--- src/wtc_pkg.sv ---
`default_nettype none
// ----------------------------------------------------------------------------
// wtc_pkg
// shared widths, action codes and controller/datapath handshake types
// ----------------------------------------------------------------------------
package wtc_pkg;

	localparam int ACTION_W = 2;
	localparam int KIND_W   = 2;
	localparam int VALUE_W  = 32;
	localparam int POS_W    = 9;
	localparam int CAP_W    = 10;
	localparam int METER_W  = 31;
	localparam int ENTRY_W  = KIND_W + VALUE_W;

	typedef logic [ACTION_W-1:0] action_t;

	localparam action_t ACT_RECORD = 2'd0;
	localparam action_t ACT_READ   = 2'd1;
	localparam action_t ACT_CLEAR  = 2'd2;
	localparam action_t ACT_COUNT  = 2'd3;

	localparam logic REPORT_READ  = 1'b0;
	localparam logic REPORT_COUNT = 1'b1;

	localparam logic [CAP_W-1:0]   CAP_RESET = 10'd512;
	localparam logic [METER_W-1:0] METER_MAX = {METER_W{1'b1}};

	typedef struct packed {
		logic record;
		logic clear;
		logic read_issue;
		logic count_issue;
		logic load_out;
	} cmd_t;

	typedef struct packed {
		logic out_free;
	} status_t;

endpackage
`default_nettype wire

--- src/wtc_ctrl.sv ---
`default_nettype none
// ----------------------------------------------------------------------------
// wtc_ctrl
// sequencer: takes one request word, steps through read and result handoff
// ----------------------------------------------------------------------------
module wtc_ctrl (
	input  wire logic              clk,
	input  wire logic              arst_n,
	input  wire logic              in_valid,
	input  wire wtc_pkg::action_t  in_action,
	output      logic              in_ready,
	input  wire wtc_pkg::status_t  status,
	output      wtc_pkg::cmd_t     cmd
);
	import wtc_pkg::*;

	localparam logic [1:0] ST_IDLE = 2'd0;
	localparam logic [1:0] ST_READ = 2'd1;
	localparam logic [1:0] ST_HOLD = 2'd2;

	logic [1:0] state_q;
	logic [1:0] state_d;
	logic       accept;

	assign in_ready = (state_q == ST_IDLE);
	assign accept   = in_valid && in_ready;

	always_comb begin
		state_d = state_q;
		cmd     = '0;
		unique case (state_q)
			ST_IDLE: begin
				if (accept) begin
					unique case (in_action)
						ACT_RECORD: cmd.record = 1'b1;
						ACT_CLEAR:  cmd.clear  = 1'b1;
						ACT_READ: begin
							cmd.read_issue = 1'b1;
							state_d        = ST_READ;
						end
						ACT_COUNT: begin
							cmd.count_issue = 1'b1;
							state_d         = ST_HOLD;
						end
						default: state_d = ST_IDLE;
					endcase
				end
			end
			ST_READ: state_d = ST_HOLD;
			ST_HOLD: begin
				if (status.out_free) begin
					cmd.load_out = 1'b1;
					state_d      = ST_IDLE;
				end
			end
			default: state_d = ST_IDLE;
		endcase
	end

	always_ff @(posedge clk or negedge arst_n) begin
		if (!arst_n) begin
			state_q <= ST_IDLE;
		end else begin
			state_q <= state_d;
		end
	end

endmodule
`default_nettype wire

--- config.mk ---
export PLATFORM = sky130hd
export DESIGN_NAME = wtc_ctrl
export DESIGN_NICKNAME = d
export VERILOG_FILES = /design/src/wtc_pkg.sv /design/src/wtc_ctrl.sv
export SDC_FILE = /design/constraint.sdc
export NUM_CORES = 1
export LEC_CHECK = 0
export ABC_AREA = 1
export BUFFER_PORTS_ARGS = -buffer_cell sky130_fd_sc_hd__buf_2
export CAP_MARGIN = 20
export CORE_AREA = 10 10 47 49
export CTS_CLUSTER_SIZE = 14
export DETAILED_ROUTE_END_ITERATION = 6
export DIE_AREA = 0 0 57 59
export HOLD_SLACK_MARGIN = 0.05
export SETUP_SLACK_MARGIN = 0.15
export SYNTH_ARGS = -nofsm -noshare
export SYNTH_HDL_FRONTEND = slang
export SYNTH_SLANG_ARGS = --single-unit
--- constraint.sdc ---
create_clock -name clk -period 2.33 [get_ports clk]
set_input_delay 0.1165 -clock clk [delete_from_list [all_inputs] [get_ports clk]]
set_output_delay 0.1165 -clock clk [all_outputs]
set_load 0.05 [all_outputs]
==> impl_results.md <==
* Status: finished, final reports clean
* CP arrival at ~1300 ps
* EDFF count, synth at 0
* Clock Power Share at 0.429
* Top flop regs: state_q x2
* Crit end category: output port
* Mean Syn Cell Area at 6.57 sq um
* Top cells by count, synth: 5 x nor3_1, 4 x inv_1, 4 x nand2_1
* Clock Sink Count at 2
* Final period demand of the worst path at 1390 ps
* Total negative slack at 0 ps
* CP max FO at 4
* Post-route insts no fill at 51
* Power Dens Cells at 746 nW/um^2
* Clock Pin Slew Worst Setup and Hold Paths at about 30 ps
* Largest Register: state_q
* NumNets Final at 43
* Post-synthesis mux area share at 0
* Slowest-stage cell, CP: dfrtp_1
* Adder-Cell Fraction of Synth Area at 0
* Pins over their slew limit at 0
* Yosys warns at 0
* Grt ovf at 0
* Setup WS post-layout at 944 ps
* CP startpoint kind: register
* Fin crit share at 0.595
* Core ar. at 1400 sq um
* Final setup viols at 0
* Normalized max-slew margin at 0.831
* Int Power at about 0.11 mW
* Largest family of logic cells by synthesized area: simple AND/OR/NAND/NOR gates
* Initial core utilization at 0.0938
* Via count at ~180
* Xor/xnor share of the synthesized area at 0
* First-pass GRT wire length at 752 microns
* Synth top area cells: dfrtp_1 38%, nor3_1 19%, inv_1 11%
* Final Hold Viols at 0
* Site Rows at 14
* Placed instance area at a little over 200 sq um
* Post-placement cell count at 47
* Synthesized area at 131 sq um
* Antenna Cells at 0
* Fin util at 0.171
* Root Buffer Master: clkbuf_4
* Crit-path cells: nor2_2 > nand2_2 > nor3_1 > buf_2
* Gr usage total at 0.0315
* Total chip power at approximately 0.18 mW
* Drt drc at 0
* Yosys top cell by area: dfrtp_1
* Die Span Y at just under 60 microns
* Routed WL at 454 microns
* P_sw at 0.0677 mW
* Drt pass-1 iters at 2
* Worst clock skew at ~1.3 ps
* Final Cell Area at 239 sq um
* Vias per cell at 3.47
* Maximum vdd drop at roughly 0.15 mV
* CTS tree: yes
* WHS at ~110 ps
* H-tree depth at 1
* RSZ-0062 raised after global routing: false
* Pin count of the biggest net entering global routing at 6
* Sequential share of power at 0.238
* Worst hold-check path type: in2reg
* Port Buffer Count at 11
* Post-Synthesis Cells at 20
* Yosys top cell area share at 0.381
* Worst-skew pair later-pin latency at 220 ps
* Post-synth net total at 26
* Number of global-route vias before repair at 202
* Die width at 57 microns
* Clock tree buffer depth at 2
* Final ANT Viol Nets at 0
* Clock buffer count from CTS at 3
* Post-Synth Simple-Gate Area at 0.505
* Die Area at between 3000 and 4000 sq um
* Initial antenna violation count at 0
* Iter 0 DRT Violations at 1
* CP peak stage delay at 400 ps
* Max reg flops at 2
* Max-Cap Viols at 0
* Comb pwr share at 0.334
* Leakage at 0.139 nW
* Slew @ Worst Pin at 255 ps
* Area growth from synthesis to layout at 81.9%
* Dpl ws at 1170 ps
* IO Pins at 12
* Compound-Gate Fraction of Synth Area at 0
* Routed len/inst at 8.90 microns
* Post-cts sizing count at 0
* Critical path type: reg2out
* Peak Freq at 722 MHz
* Sequential share of the synthesized area at 0.381
* Fraction of registers with async set/reset at 1.00
* Required @ worst endpoint at 2210 ps
* Seq cells post-synth at 2
* Most common cell in the netlist: nor3_1
* Synth unique cells at 8
* Main flop type after synthesis: dfrtp_1
* Layout cell share with drive strength beyond 1 at 0.457
* Switching share of total power at 0.380
* Routability cong. at 0.721
* Hpwl dp at 391 microns
==> worst max-delay path, delay by kind of cell (launching register included) <==
kind / cells / cell delay, ps
flip-flops: 1 / 400
buffers and inverters: 1 / 290
AND/OR/NAND/NOR: 3 / 360
==> per-layer routing <==
| metal | up-vias | track usage | share of wire |
|---|---|---|---|
| met5 | - | 0 | 0 |
| li1 | 95 | - | - |
| met1 | 77 | 0.0237 | 0.35 |
| met3 | 0 | 0.0300 | 0.11 |
| met2 | 5 | 0.0419 | 0.53 |
| met4 | 0 | 0.0403 | 0 |
==> cells by family after synthesis <==
kind of cell | after synthesis
flip-flops | 2
buffers and inverters | 4
AND/OR/NAND/NOR | 14
==> area by class of cell <==
| cell class | count | area (sq um) |
|---|---|---|
| Clock buffer | 3 | 22.5 |
| Fill cell | 173 | 1160 |
| Inverter | 4 | 15.0 |
| Multi-Input combinational cell | 14 | 66.3 |
| Sequential cell | 2 | 50.0 |
| Tap cell | 16 | 20.0 |
| Timing Repair Buffer | 12 | 65.1 |
==> path summary, 6_finish.rpt <==
path                               from          to  slack [ps]  cells after the start
max                          state_q[0]      cmd[4]         940                      4
min                        in_action[1]  state_q[0]         110                      2
max reg2reg                  state_q[0]  state_q[0]        1480                      3
min reg2reg                  state_q[1]  state_q[1]         580                      2
max in group asynchronous        arst_n  state_q[1]        2020                      2
min in group asynchronous        arst_n  state_q[0]         220                      2
==> layout by cell type, fill, tap and decap left out <==
cell	synthesis	final
inv_1	4	4
clkbuf_4	0	3
dlygate4sd3_1	0	1
nor2_2	1	1
buf_2	0	11
nor3_1	5	5
dfrtp_1	2	2
nor2_1	1	1
nand2_2	1	1
nand2_1	4	4
nand3_1	2	2
==> power by group through the flow <==
| stage | Combinational, mW | Sequential [mW] | Clock, mW |
|---|---|---|---|
| floorplan | 0.0429 | 0.0419 | 0 |
| CTS | 0.0606 | 0.0423 | 0.0824 |
| detailed placement | 0.0592 | 0.0427 | 0 |
| global placement | 0.0586 | 0.0424 | 0 |
| global route | 0.0648 | 0.0431 | 0.0838 |
| finish | 0.0595 | 0.0423 | 0.0764 |
==> timing repair <==
action / in CTS / in global routing
setup buffers: 0 / 0
hold endpoints to repair: 2 / 0
hold buffers: 1 / 0
endpoints found under the setup margin: 0 / 0
Power figures use the tool's default switching activity.
